**src/hdl/nfa_subset_construction_macros.svh**
```systemverilog
// ---------------------------------------------------------------------------
// Assertion macros for the subset construction block.
// Both macros compile to nothing when NO_ASSERTIONS is defined.
// ---------------------------------------------------------------------------
`ifndef NFA_SUBSET_CONSTRUCTION_MACROS_SVH
`define NFA_SUBSET_CONSTRUCTION_MACROS_SVH

`ifndef NO_ASSERTIONS

// A condition that must hold at every clock edge out of reset.
`define NSC_ASSERT_ALWAYS(label, clk, rst_n, prop) \
    label: assert property (@(posedge clk) disable iff (!rst_n) (prop)) \
        else $error("nsc invariant violated");

// A condition that must hold whenever the antecedent holds.
`define NSC_ASSERT_IMPLY(label, clk, rst_n, ante, cons) \
    label: assert property (@(posedge clk) disable iff (!rst_n) (ante) |-> (cons)) \
        else $error("nsc implication violated");

`else

`define NSC_ASSERT_ALWAYS(label, clk, rst_n, prop)
`define NSC_ASSERT_IMPLY(label, clk, rst_n, ante, cons)

`endif

`endif

```
**src/hdl/nsc_pkg.sv**
```systemverilog
// ---------------------------------------------------------------------------
// nsc_pkg
// Shared types and constants of the NFA subset construction block.
// ---------------------------------------------------------------------------
`default_nettype none

package nsc_pkg;

    // Field widths fixed by the block definition.
    localparam int SET_W      = 3;
    localparam int ROW_W      = 6;
    localparam int CFG_IDX_W  = 2;
    localparam int NUM_ROWS   = 3;
    localparam int SUBSETS    = 8;

    // Configuration register indexes.
    localparam logic [CFG_IDX_W-1:0] CFG_NEXT_FROM_STATE0 = 2'd0;
    localparam logic [CFG_IDX_W-1:0] CFG_NEXT_FROM_STATE1 = 2'd1;
    localparam logic [CFG_IDX_W-1:0] CFG_NEXT_FROM_STATE2 = 2'd2;

    // Reset values of the successor rows.
    localparam logic [ROW_W-1:0] RST_NEXT_FROM_STATE0 = 6'd25;
    localparam logic [ROW_W-1:0] RST_NEXT_FROM_STATE1 = 6'd36;
    localparam logic [ROW_W-1:0] RST_NEXT_FROM_STATE2 = 6'd0;

    // First and last subset index of a scan.
    localparam logic [SET_W-1:0] FIRST_SUBSET = 3'd1;
    localparam logic [SET_W-1:0] LAST_SUBSET  = 3'd7;

    // Controller states.
    typedef enum logic [1:0] {
        ST_IDLE,
        ST_EXPLORE,
        ST_EMIT
    } nsc_state_t;

    // Commands from the controller to the datapath.
    typedef struct packed {
        logic take;      // load a new start subset and clear the sets
        logic explore;   // process the subset at the scan index
        logic emit;      // emit the subset at the scan index if reached
    } nsc_cmd_t;

    // Status from the datapath to the controller.
    typedef struct packed {
        logic start_empty;  // masked start subset is empty
        logic idx_last;     // scan index is at the final subset
        logic changed_now;  // this pass explored at least one subset
        logic cur_reached;  // subset at the scan index is reached
        logic out_busy;     // output register holds a row not yet taken
    } nsc_status_t;

endpackage

`default_nettype wire

```
**src/hdl/nsc_ifs.sv**
```systemverilog
// ---------------------------------------------------------------------------
// nsc_ifs
// Valid/ready channel interfaces for the start subset and the result rows.
// ---------------------------------------------------------------------------
`default_nettype none

// Start subset channel.
interface nsc_start_if;
    logic                        valid;
    logic                        ready;
    logic [nsc_pkg::SET_W-1:0]   start_subset;

    modport source (output valid, output start_subset, input ready);
    modport sink   (input valid, input start_subset, output ready);
endinterface

// Result row channel.
interface nsc_row_if;
    logic                        valid;
    logic                        ready;
    logic [nsc_pkg::SET_W-1:0]   subset;
    logic [nsc_pkg::SET_W-1:0]   next_on_zero;
    logic [nsc_pkg::SET_W-1:0]   next_on_one;
    logic                        last_row;

    modport source (output valid, output subset, output next_on_zero,
                    output next_on_one, output last_row, input ready);
    modport sink   (input valid, input subset, input next_on_zero,
                    input next_on_one, input last_row, output ready);
endinterface

`default_nettype wire

```
**src/hdl/nfa_subset_construction.sv**
```systemverilog
// ---------------------------------------------------------------------------
// nfa_subset_construction
// NFA to DFA subset construction over a two-symbol NFA of up to three states.
// ---------------------------------------------------------------------------
// Each start subset transaction produces one row per nonempty subset
// reachable from it, in ascending subset order, with the successor subsets
// on symbol 0 and symbol 1; the final row carries last_row, and an empty
// start subset produces no rows and leaves the block idle. The
// datapath scans the seven nonempty subsets one per clock, except that the
// emission pass holds while a reached row waits for a busy output register:
// exploration passes repeat until a pass finds nothing new (at least two
// and at most eight passes), then one emission pass follows. The start
// channel is ready only while the block is idle; the last row may still sit
// in the output register when the next start subset is taken. Successor
// rows are written through cfg_we, cfg_index and cfg_data; the user must
// write them only while the block is idle, which the block does not enforce.
// ---------------------------------------------------------------------------
`default_nettype none

module nfa_subset_construction #(
    parameter int NFA_STATES = 3
) (
    input  wire logic                          clk,
    input  wire logic                          rst_n,
    input  wire logic                          cfg_we,
    input  wire logic [nsc_pkg::CFG_IDX_W-1:0] cfg_index,
    input  wire logic [nsc_pkg::ROW_W-1:0]     cfg_data,
    nsc_start_if.sink                          start,
    nsc_row_if.source                          rows
);

    // States at or above NFA_STATES, and above the third, are ignored.
    localparam int MASK_BITS = (NFA_STATES > nsc_pkg::SET_W) ? nsc_pkg::SET_W : NFA_STATES;
    localparam logic [nsc_pkg::SET_W-1:0] STATE_MASK =
        nsc_pkg::SET_W'((1 << MASK_BITS) - 1);

    nsc_pkg::nsc_cmd_t    cmd;
    nsc_pkg::nsc_status_t status;

    // Controller.
    nsc_ctrl u_ctrl (
        .clk      (clk),
        .rst_n    (rst_n),
        .in_valid (start.valid),
        .in_ready (start.ready),
        .status   (status),
        .cmd      (cmd)
    );

    // Datapath.
    nsc_datapath #(
        .STATE_MASK (STATE_MASK)
    ) u_datapath (
        .clk          (clk),
        .rst_n        (rst_n),
        .cfg_we       (cfg_we),
        .cfg_index    (cfg_index),
        .cfg_data     (cfg_data),
        .start_subset (start.start_subset),
        .cmd          (cmd),
        .status       (status),
        .rows         (rows)
    );

endmodule

`default_nettype wire

```
**src/hdl/nsc_datapath.sv**
```systemverilog
// ---------------------------------------------------------------------------
// nsc_datapath
// Successor rows, reached and explored sets, scan index and output register.
// ---------------------------------------------------------------------------
`default_nettype none

`include "nfa_subset_construction_macros.svh"

module nsc_datapath #(
    parameter logic [nsc_pkg::SET_W-1:0] STATE_MASK = 3'b111
) (
    input  wire logic                          clk,
    input  wire logic                          rst_n,
    input  wire logic                          cfg_we,
    input  wire logic [nsc_pkg::CFG_IDX_W-1:0] cfg_index,
    input  wire logic [nsc_pkg::ROW_W-1:0]     cfg_data,
    input  wire logic [nsc_pkg::SET_W-1:0]     start_subset,
    input  wire nsc_pkg::nsc_cmd_t             cmd,
    output nsc_pkg::nsc_status_t               status,
    nsc_row_if.source                          rows
);

    logic [nsc_pkg::ROW_W-1:0]   row_reg [nsc_pkg::NUM_ROWS];
    logic [nsc_pkg::SUBSETS-1:0] reached_reg, reached_next;
    logic [nsc_pkg::SUBSETS-1:0] explored_reg, explored_next;
    logic [nsc_pkg::SET_W-1:0]   idx_reg, idx_next;
    logic                        changed_reg, changed_next;
    logic                        out_valid_reg, out_valid_next;
    logic [nsc_pkg::SET_W-1:0]   out_subset_reg;
    logic [nsc_pkg::SET_W-1:0]   out_zero_reg;
    logic [nsc_pkg::SET_W-1:0]   out_one_reg;
    logic                        out_last_reg;

    logic [nsc_pkg::SET_W-1:0]   start_m;
    logic [nsc_pkg::SET_W-1:0]   cur_m;
    logic [nsc_pkg::SET_W-1:0]   succ0;
    logic [nsc_pkg::SET_W-1:0]   succ1;
    logic                        hit;
    logic                        is_last;
    logic                        load_out;

    // Configuration registers: one successor row per NFA state.
    always_ff @(posedge clk or negedge rst_n)
    begin
        if (!rst_n)
        begin
            row_reg[0] <= nsc_pkg::RST_NEXT_FROM_STATE0;
            row_reg[1] <= nsc_pkg::RST_NEXT_FROM_STATE1;
            row_reg[2] <= nsc_pkg::RST_NEXT_FROM_STATE2;
        end
        else if (cfg_we)
        begin
            case (cfg_index)
                nsc_pkg::CFG_NEXT_FROM_STATE0: row_reg[0] <= cfg_data;
                nsc_pkg::CFG_NEXT_FROM_STATE1: row_reg[1] <= cfg_data;
                nsc_pkg::CFG_NEXT_FROM_STATE2: row_reg[2] <= cfg_data;
                default:                       ;
            endcase
        end
    end

    // Successors of the subset at the scan index: OR of the member rows.
    always_comb
    begin
        cur_m = idx_reg & STATE_MASK;
        succ0 = '0;
        succ1 = '0;
        for (int k = 0; k < nsc_pkg::NUM_ROWS; k++)
        begin
            if (cur_m[k])
            begin
                succ0 = succ0 | row_reg[k][2:0];
                succ1 = succ1 | row_reg[k][5:3];
            end
        end
        succ0 = succ0 & STATE_MASK;
        succ1 = succ1 & STATE_MASK;
    end

    assign start_m  = start_subset & STATE_MASK;
    assign hit      = reached_reg[idx_reg] && !explored_reg[idx_reg];
    assign is_last  = (reached_reg & (8'hFE << idx_reg)) == '0;
    assign load_out = cmd.emit && reached_reg[idx_reg];

    // Next values of the sets, the scan index and the pass flag.
    always_comb
    begin
        reached_next  = reached_reg;
        explored_next = explored_reg;
        idx_next      = idx_reg;
        changed_next  = changed_reg;
        if (cmd.take)
        begin
            reached_next  = '0;
            explored_next = '0;
            if (start_m != '0)
            begin
                reached_next[start_m] = 1'b1;
            end
            idx_next     = nsc_pkg::FIRST_SUBSET;
            changed_next = 1'b0;
        end
        else if (cmd.explore)
        begin
            if (hit)
            begin
                explored_next[idx_reg] = 1'b1;
                if (succ0 != '0)
                begin
                    reached_next[succ0] = 1'b1;
                end
                if (succ1 != '0)
                begin
                    reached_next[succ1] = 1'b1;
                end
            end
            if (idx_reg == nsc_pkg::LAST_SUBSET)
            begin
                idx_next     = nsc_pkg::FIRST_SUBSET;
                changed_next = 1'b0;
            end
            else
            begin
                idx_next     = idx_reg + 3'd1;
                changed_next = changed_reg | hit;
            end
        end
        else if (cmd.emit)
        begin
            if (idx_reg == nsc_pkg::LAST_SUBSET)
            begin
                idx_next = nsc_pkg::FIRST_SUBSET;
            end
            else
            begin
                idx_next = idx_reg + 3'd1;
            end
        end
    end

    // Output register valid flag.
    always_comb
    begin
        if (load_out)
        begin
            out_valid_next = 1'b1;
        end
        else if (rows.ready)
        begin
            out_valid_next = 1'b0;
        end
        else
        begin
            out_valid_next = out_valid_reg;
        end
    end

    // Control registers.
    always_ff @(posedge clk or negedge rst_n)
    begin
        if (!rst_n)
        begin
            reached_reg   <= '0;
            explored_reg  <= '0;
            idx_reg       <= nsc_pkg::FIRST_SUBSET;
            changed_reg   <= 1'b0;
            out_valid_reg <= 1'b0;
        end
        else
        begin
            reached_reg   <= reached_next;
            explored_reg  <= explored_next;
            idx_reg       <= idx_next;
            changed_reg   <= changed_next;
            out_valid_reg <= out_valid_next;
        end
    end

    // Output row payload.
    always_ff @(posedge clk)
    begin
        if (load_out)
        begin
            out_subset_reg <= idx_reg;
            out_zero_reg   <= succ0;
            out_one_reg    <= succ1;
            out_last_reg   <= is_last;
        end
    end

    // Status toward the controller.
    assign status.start_empty = (start_m == '0);
    assign status.idx_last    = (idx_reg == nsc_pkg::LAST_SUBSET);
    assign status.changed_now = changed_reg | hit;
    assign status.cur_reached = reached_reg[idx_reg];
    assign status.out_busy    = out_valid_reg && !rows.ready;

    assign rows.valid        = out_valid_reg;
    assign rows.subset       = out_subset_reg;
    assign rows.next_on_zero = out_zero_reg;
    assign rows.next_on_one  = out_one_reg;
    assign rows.last_row     = out_last_reg;

    // A subset is only explored after it has been reached.
    `NSC_ASSERT_ALWAYS(a_explored_within_reached, clk, rst_n,
        (explored_reg & ~reached_reg) == '0)
    // The empty subset is never reached and the scan never points at it.
    `NSC_ASSERT_ALWAYS(a_no_empty_subset, clk, rst_n,
        !reached_reg[0] && (idx_reg != '0))
    // A row is only loaded when the output register is free or draining.
    `NSC_ASSERT_IMPLY(a_no_overwrite, clk, rst_n,
        load_out, !out_valid_reg || rows.ready)

endmodule

`default_nettype wire

```
**src/hdl/nsc_ctrl.sv**
```systemverilog
// ---------------------------------------------------------------------------
// nsc_ctrl
// Controller state machine: accepts a start subset and, unless it is empty,
// runs exploration passes until closure and then sequences the row emission.
// ---------------------------------------------------------------------------
`default_nettype none

module nsc_ctrl (
    input  wire logic                  clk,
    input  wire logic                  rst_n,
    input  wire logic                  in_valid,
    output logic                       in_ready,
    input  wire nsc_pkg::nsc_status_t  status,
    output nsc_pkg::nsc_cmd_t          cmd
);

    nsc_pkg::nsc_state_t state_reg, state_next;

    // State register.
    always_ff @(posedge clk or negedge rst_n)
    begin
        if (!rst_n)
        begin
            state_reg <= nsc_pkg::ST_IDLE;
        end
        else
        begin
            state_reg <= state_next;
        end
    end

    // Next-state logic.
    always_comb
    begin
        state_next = state_reg;
        case (state_reg)
            nsc_pkg::ST_IDLE:
            begin
                if (in_valid && !status.start_empty)
                begin
                    state_next = nsc_pkg::ST_EXPLORE;
                end
            end
            nsc_pkg::ST_EXPLORE:
            begin
                // Closure is reached after a full pass that explored nothing.
                if (status.idx_last && !status.changed_now)
                begin
                    state_next = nsc_pkg::ST_EMIT;
                end
            end
            nsc_pkg::ST_EMIT:
            begin
                if (status.idx_last && !(status.cur_reached && status.out_busy))
                begin
                    state_next = nsc_pkg::ST_IDLE;
                end
            end
            default:
            begin
                state_next = nsc_pkg::ST_IDLE;
            end
        endcase
    end

    // Output logic.
    always_comb
    begin
        cmd      = '0;
        in_ready = 1'b0;
        case (state_reg)
            nsc_pkg::ST_IDLE:
            begin
                in_ready = 1'b1;
                cmd.take = in_valid;
            end
            nsc_pkg::ST_EXPLORE:
            begin
                cmd.explore = 1'b1;
            end
            nsc_pkg::ST_EMIT:
            begin
                // Hold the scan while a reached row waits for the output register.
                cmd.emit = !(status.cur_reached && status.out_busy);
            end
            default:
            begin
                cmd = '0;
            end
        endcase
    end

endmodule

`default_nettype wire
```
**src/flat_wrapper.sv**
```systemverilog
// flat-port wrapper written by rule: the top's interface ports become plain ports
module nfa_subset_construction_flat 
#(
    parameter int NFA_STATES = 3
)
  (clk, rst_n, cfg_we, cfg_index, cfg_data, start_valid, start_start_subset, start_ready, rows_valid, rows_subset, rows_next_on_zero, rows_next_on_one, rows_last_row, rows_ready);
  nsc_start_if start_i ();
  nsc_row_if rows_i ();
  input  wire logic clk;
  input  wire logic rst_n;
  input  wire logic cfg_we;
  input  wire logic [nsc_pkg::CFG_IDX_W-1:0] cfg_index;
  input  wire logic [nsc_pkg::ROW_W-1:0] cfg_data;
  input wire logic [$bits(start_i.valid)-1:0] start_valid;
  input wire logic [$bits(start_i.start_subset)-1:0] start_start_subset;
  output wire logic [$bits(start_i.ready)-1:0] start_ready;
  output wire logic [$bits(rows_i.valid)-1:0] rows_valid;
  output wire logic [$bits(rows_i.subset)-1:0] rows_subset;
  output wire logic [$bits(rows_i.next_on_zero)-1:0] rows_next_on_zero;
  output wire logic [$bits(rows_i.next_on_one)-1:0] rows_next_on_one;
  output wire logic [$bits(rows_i.last_row)-1:0] rows_last_row;
  input wire logic [$bits(rows_i.ready)-1:0] rows_ready;
  assign start_i.valid = start_valid;
  assign start_i.start_subset = start_start_subset;
  assign start_ready = start_i.ready;
  assign rows_valid = rows_i.valid;
  assign rows_subset = rows_i.subset;
  assign rows_next_on_zero = rows_i.next_on_zero;
  assign rows_next_on_one = rows_i.next_on_one;
  assign rows_last_row = rows_i.last_row;
  assign rows_i.ready = rows_ready;
  nfa_subset_construction #(.NFA_STATES(NFA_STATES)) u_core (.clk(clk), .rst_n(rst_n), .cfg_we(cfg_we), .cfg_index(cfg_index), .cfg_data(cfg_data), .start(start_i), .rows(rows_i));
endmodule
```
**config.mk**
```make
export PLATFORM = sky130hd
export DESIGN_NAME = nfa_subset_construction_flat
export DESIGN_NICKNAME = d
export VERILOG_FILES = /design/src/hdl/nsc_pkg.sv /design/src/hdl/nsc_ifs.sv /design/src/hdl/nfa_subset_construction.sv /design/src/hdl/nsc_datapath.sv /design/src/hdl/nsc_ctrl.sv /design/src/flat_wrapper.sv
export VERILOG_INCLUDE_DIRS = /design/src /design/src/hdl
export SDC_FILE = /design/constraint.sdc
export NUM_CORES = 1
export LEC_CHECK = 0
export BUFFER_PORTS_ARGS = -buffer_cell sky130_fd_sc_hd__buf_2
export CORE_MARGIN = 1
export CORE_UTILIZATION = 40
export CTS_BUF_LIST = sky130_fd_sc_hd__clkbuf_8 sky130_fd_sc_hd__clkbuf_16
export CTS_CLUSTER_SIZE = 30
export DETAILED_ROUTE_END_ITERATION = 6
export PLACE_DENSITY = 0.61
export REMOVE_ABC_BUFFERS = 1
export SLEW_MARGIN = 0
export SYNTH_ARGS = -nofsm -noshare
export SYNTH_HDL_FRONTEND = slang
export SYNTH_SLANG_ARGS = --single-unit
```
**constraint.sdc**
```tcl
create_clock -name clk -period 6.1 [get_ports clk]
set_clock_uncertainty 0.05 [all_clocks]
set_input_delay 1.22 -clock clk [delete_from_list [all_inputs] [get_ports clk]]
set_output_delay 1.22 -clock clk [all_outputs]
set_load 0.05 [all_outputs]
```
* Word level (Yosys, flattened, before mapping) *
Cells that the tools add are included.

word-level totals
  bits in registers = 51

operators by class
  add/subtract/negate cells = 1
  order comparisons = 8
  eq/ne operators = 8
  shift-type cells = 1
  mux-type cells = 47
  bitwise logic cells = 9
  reduce and logical (&&, ||, !) cells = 32

operators by type and width
  cell                                                                   count
  8-bit 2-to-1 mux                                                       12
  3-bit 2-to-1 mux                                                       10
  8-bit bitwise OR                                                       3
  3-bit by 4-bit < comparator with 1-bit output, second input constant   4
  1-bit 2-to-1 mux                                                       15
  1-bit demux with 3-bit select                                          4
  3-bit by 1-bit >= comparator with 1-bit output, second input constant  4
  3-bit bitwise OR                                                       4
  3-bit nonzero test                                                     4
  1-bit logical AND                                                      11
  8-bit bitwise AND                                                      1
  8-bit zero test                                                        1
  2-bit AND reduction                                                    4
  8-bit by 3-bit left shift with 8-bit output, first input constant      1
  1-bit binary-select mux with 3-bit select                              2
  2-bit 2-to-1 mux                                                       3
  2-bit inequality test, second input constant                           3
  2-bit case mux with 3 select lines                                     1
  2-bit nonzero test                                                     3
  1-bit zero test                                                        5
  2-bit by 1-bit equality test with 1-bit output, second input constant  2
  2-bit equality test, second input constant                             2
  2-bit zero test                                                        2
  3-bit by 1-bit adder with 3-bit output, second input constant          1
  other kinds (4)                                                        4

* Depth between registers and ports, before layout *
  word-level depth = 19
  depth in mapped cells = 8

* Hierarchy *
From an unflattened synthesis, not the netlist that was laid out.

second synthesis, totals
  cell total of the unflattened synthesis = 208
  area total of the unflattened synthesis = 2488.6 um2

modules (own cells, without submodules)
  module        times used  cells an instance  area each (um2)  sequential area each (um2)
  nsc_datapath  1           194                2371.0           1283.7
  nsc_ctrl      1           14                 117.6            50.0

* Worst setup path before layout *
OpenSTA, ideal clock, no wires.

  path type = flip-flop to output port
  start point = register u_core.u_ctrl.state_reg[0]
  end point = output port start_ready
  arrival = 1.244 ns
  data required time = 4.830 ns
  path slack = 3.586 ns
  stages on the path, launching flop included = 3
  path through = dfrtp_1 clkbuf_1 nor2_1

between the ends
  longest elaborated chain between the ends = 2

ends and longest elaborated chain
  what                    line                text
  from (decl)             nsc_ctrl.sv:17      nsc_pkg::nsc_state_t state_reg, state_next;
  from (signal assigned)  nsc_ctrl.sv:24      state_reg <= nsc_pkg::ST_IDLE;
  from (signal assigned)  nsc_ctrl.sv:28      state_reg <= state_next;
  2-bit zero test         nsc_ctrl.sv:71      case (state_reg)
  1-bit 2-to-1 mux        nsc_ctrl.sv:71
  to (decl)               flat_wrapper.sv:16  output wire logic [$bits(start_i.ready)-1:0] start_ready;

No other way between the ends.

* Final worst setup path *
  start point = register u_core.u_datapath.idx_reg (netlist bit u_core.u_datapath.cur_m[0])
  end point = register u_core.u_datapath.explored_reg[0] (netlist name)

between the ends
  longest elaborated chain between the ends = 8
  elaborated cells between the ends (all ways) = 17
  classes of those cells = order compare (2); mux (9); bitwise (1); reduce/logical (5)

ends and longest elaborated chain
  what                                                                                                                                          line                 text
  from (decl)                                                                                                                                   nsc_datapath.sv:26   logic [nsc_pkg::SET_W-1:0] idx_reg, idx_next;
  from (signal assigned)                                                                                                                        nsc_datapath.sv:165  idx_reg <= nsc_pkg::FIRST_SUBSET;
  from (signal assigned)                                                                                                                        nsc_datapath.sv:173  idx_reg <= idx_next;
  3-bit by 4-bit < comparator with 1-bit output (implied by the code) / 3-bit by 1-bit >= comparator with 1-bit output (equally long branches)  nsc_datapath.sv:107  explored_next[idx_reg] = 1'b1;
  1-bit logical AND (implied by the code)                                                                                                       nsc_datapath.sv:107
  1-bit 2-to-1 mux (implied by the code)                                                                                                        nsc_datapath.sv:107
  1-bit demux with 3-bit select                                                                                                                 nsc_datapath.sv:107
  8-bit bitwise OR (no line)                                                                                                                    --
  8-bit 2-to-1 mux                                                                                                                              nsc_datapath.sv:105  if (hit)
  8-bit 2-to-1 mux                                                                                                                              nsc_datapath.sv:103  else if (cmd.explore)
  8-bit 2-to-1 mux                                                                                                                              nsc_datapath.sv:92   if (cmd.take)
  to (signal assigned)                                                                                                                          nsc_datapath.sv:172  explored_reg <= explored_next;
  to (decl)                                                                                                                                     nsc_datapath.sv:25   logic [nsc_pkg::SUBSETS-1:0] explored_reg, explored_next;

Several ways; a longest one is shown, not always the timed one. The select of a mux whose other input is x is not followed.
A chain may end at the register's enable or synchronous reset.

==> flow_summary.json <==
{
  "outcome": "complete, no violations",
  "async_reset_ff_frac": 0.804,
  "grt_pass1_vias": 1809,
  "synthDominantCellAreaShare": 0.338,
  "synth.largest_area_cell": "dfrtp_1",
  "ff_latch_area_um2": 1330,
  "ioPinCount": 28,
  "area_growth_syn_to_layout_pct": 10.3,
  "drc": 0,
  "firstDrtPassIters": 4,
  "largest_reg_flops": 18,
  "cts_resized": 0,
  "cts_buffers": 5,
  "core_area_um2": 6100,
  "root_buffer": "clkbuf_8",
  "die_h_um": 82.4,
  "fillCellCount": 596,
  "cts_sinks": 51,
  "critPathRequiredTime_ps": 6290,
  "cts_setup_buffers": 0,
  "drv_slew": 0,
  "synth_cell_types": 46,
  "cp_max_fo": 22,
  "critical_path_arrival_ps": 2960,
  "worstPathCellList": "mux4_1 -> mux2i_4 -> nor4b_4 -> a32o_2",
  "rows": 28,
  "ys_seq_elements": 51,
  "hold_violations": 0,
  "antenna_found_initial": 0,
  "cts_max_path_buffers": 2,
  "die_w_um": 82.4,
  "setup_ws_ps": 3330,
  "insertion_delay_ps": 310,
  "antenna-diode-count": 0,
  "hp-start": "u_core.u_datapath.explored_reg[0]$_DFFE_PN0P_",
  "nNetsFinal": 257,
  "drive_gt1_frac": 0.290,
  "grt_setup_unrepaired": "false",
  "wl_per_cell_um": 17.1,
  "multiInputGateArea_um2": 1160,
  "worstSetupEndpointType": "flop",
  "hold_class": "reg -> reg",
  "die_area_um2": 6800,
  "fin_crit_sh": 0.454,
  "synth_top_flop_cell": "dfrtp_1",
  "power.leakage_nw": 1.18,
  "syn_area_per_cell_um2": 12.2,
  "portBuffers": 27,
  "crit_family": "multiplexers",
  "pre_cts_ws_ps": 3030,
  "critPathBufInv": 0,
  "cts_htree_levels": 2,
  "drt_first_iter_violations": 135,
  "overflow": 0,
  "worstSetupPathType": "reg -> reg",
  "cts_tree": "built",
  "wirelength_mm": 5.35,
  "cap_violations": 0,
  "ctsHoldBuffers": 0,
  "synth_edf_count": 10,
  "irDropWorstVdd_mv": 0.173,
  "whs_ps": 448,
  "reg2reg_from": "u_core.u_datapath.cur_m[0]$_DFFE_PN1P_",
  "cp_slowest_stage_delay_ps": 870,
  "fmax_mhz": 361,
  "start_util": 0.425,
  "startpoint": "u_core.u_datapath.cur_m[0]$_DFFE_PN1P_",
  "setup_viol": 0,
  "crit_path_top_delay_cell": "dfstp_2",
  "grt_pass1_wl_mm": 8.97,
  "place.gp.congestion": 0.791,
  "maxSlewHeadroom": 0.361,
  "yosysWarnings": 0,
  "routed_via_density": 5.87,
  "place_hpwl_mm": 3.83,
  "vias": 1836,
  "worstMarginPinSlew_ps": 958,
  "utilization": 0.469,
  "grt_usage": 0.178,
  "tns_ps": 0,
  "grt_max_degree": 42,
  "syn-instance-count": 213,
  "ys_seq_area_frac": 0.515,
  "final_antenna_net_count": 0,
  "power_density_nw_per_um2": 499,
  "clk_pin_slew_ps": 100,
  "syn_area_um2": 2590,
  "start_kind": "flop",
  "synth.top_cells.by_area": "dfrtp_1 34%, edfxtp_1 12%, mux2_2 7.8%",
  "period_needed_ps": 2770
}
-- worst paths after layout --
| check | to | slack (ps) | cells past startpoint |
|---|---|---|---|
| setup / recovery | u_core.u_datapath.explored_reg[0]$_DFFE_PN0P_ | 3330 | 4 |
| hold / removal | u_core.u_datapath.explored_reg[0]$_DFFE_PN0P_ | 450 | 1 |
| setup reg to reg | u_core.u_datapath.explored_reg[0]$_DFFE_PN0P_ | 3330 | 4 |
| hold reg to reg | u_core.u_datapath.explored_reg[0]$_DFFE_PN0P_ | 450 | 1 |
| max in group asynchronous | u_core.u_datapath.row_reg[14]$_DFFE_PN0P_ | 4440 | 1 |
| min in group asynchronous | u_core.u_datapath.changed_reg$_DFFE_PN0P_ | 990 | 1 |
-- logic make-up after synthesis --
kind of cell	count (synthesis)	share of synthesized area
and+or+nand+nor	60	0.132
buffers and inverters	21	0.0372
AOI/OAI and AO/OA	52	0.174
DFF	51	0.515
muxes	25	0.121
adders and majority gates	4	0.0193
-- worst register-to-register path, delay by kind of cell, from the launching register on --
family	cells	cell delay, ps
AO/OA/AOI/OAI	1	280
flip-flops	1	870
multiplexers	2	880
AND/OR/NAND/NOR	1	620
-- final cells by class --
| class | instances | area share |
|---|---|---|
| Clock buffer | 5 | 0.0241 |
| Tap cell | 75 | 0.0329 |
| Sequential cell | 51 | 0.467 |
| Clock inverter | 3 | 0.00701 |
| Multi-Input combinational cell | 141 | 0.407 |
| Timing Repair Buffer | 27 | 0.0473 |
| Inverter | 11 | 0.0145 |
-- cells in the mapped netlist, drive strengths merged (4+ instances only) --
library cell / number
mux2: 18
buf: 4
nor3: 4
o21ai: 5
nor2: 4
ha: 4
nand2: 18
a221o: 5
a32o: 11
dfrtp: 35
mux2i: 5
nor2b: 7
clkbuf: 6
a22oi: 6
and2: 5
dfstp: 6
edfxtp: 10
o221ai: 4
nor4b: 4
inv: 11
nand2b: 6
-- cells in the final DEF (no fill, tap or decap), types with 4 or more instances in the layout --
cell type,n
a221o_1,5
a22oi_1,6
a32o_1,5
a32o_2,6
and2_1,5
buf_2,27
clkbuf_8,5
dfrtp_1,35
dfstp_2,6
edfxtp_1,10
ha_1,4
inv_1,11
mux2_2,18
mux2i_1,4
nand2_1,18
nand2b_1,6
nor2_1,4
nor2b_1,7
o21ai_0,5
o221ai_1,4
-- routing by layer --
layer  GRT usage  share of wire  vias up
met5           0              0        -
met4      0.0579          0.010        0
met3      0.0319          0.037        4
met2       0.271           0.45       41
met1       0.257           0.50      915
li1            -              -      876
-- through the flow --
stage | power (W) | area, um^2 | instances
after detailed placement | 0.00123 | 2760 | 305
after global placement | 0.00121 | 2760 | 305
after CTS | 0.00143 | 2850 | 313
after floorplan | 0.00106 | 2530 | 203
after global routing | 0.00152 | 2860 | 313
final | 0.00142 | 2860 | 313
-- power by group --
| group | internal [W] | leakage [nW] | switching (W) | total [W] |
|---|---|---|---|---|
| Combinational | 0.000292 | 0.572 | 0.000351 | 0.000643 |
| Sequential | 0.000460 | 0.567 | 0.000126 | 0.000586 |
| Clock | 0.0000802 | 0.0418 | 0.000115 | 0.000195 |
| Total | 0.000832 | 1.18 | 0.000592 | 0.00142 |
No activity file was read; power rests on OpenSTA's default activity.
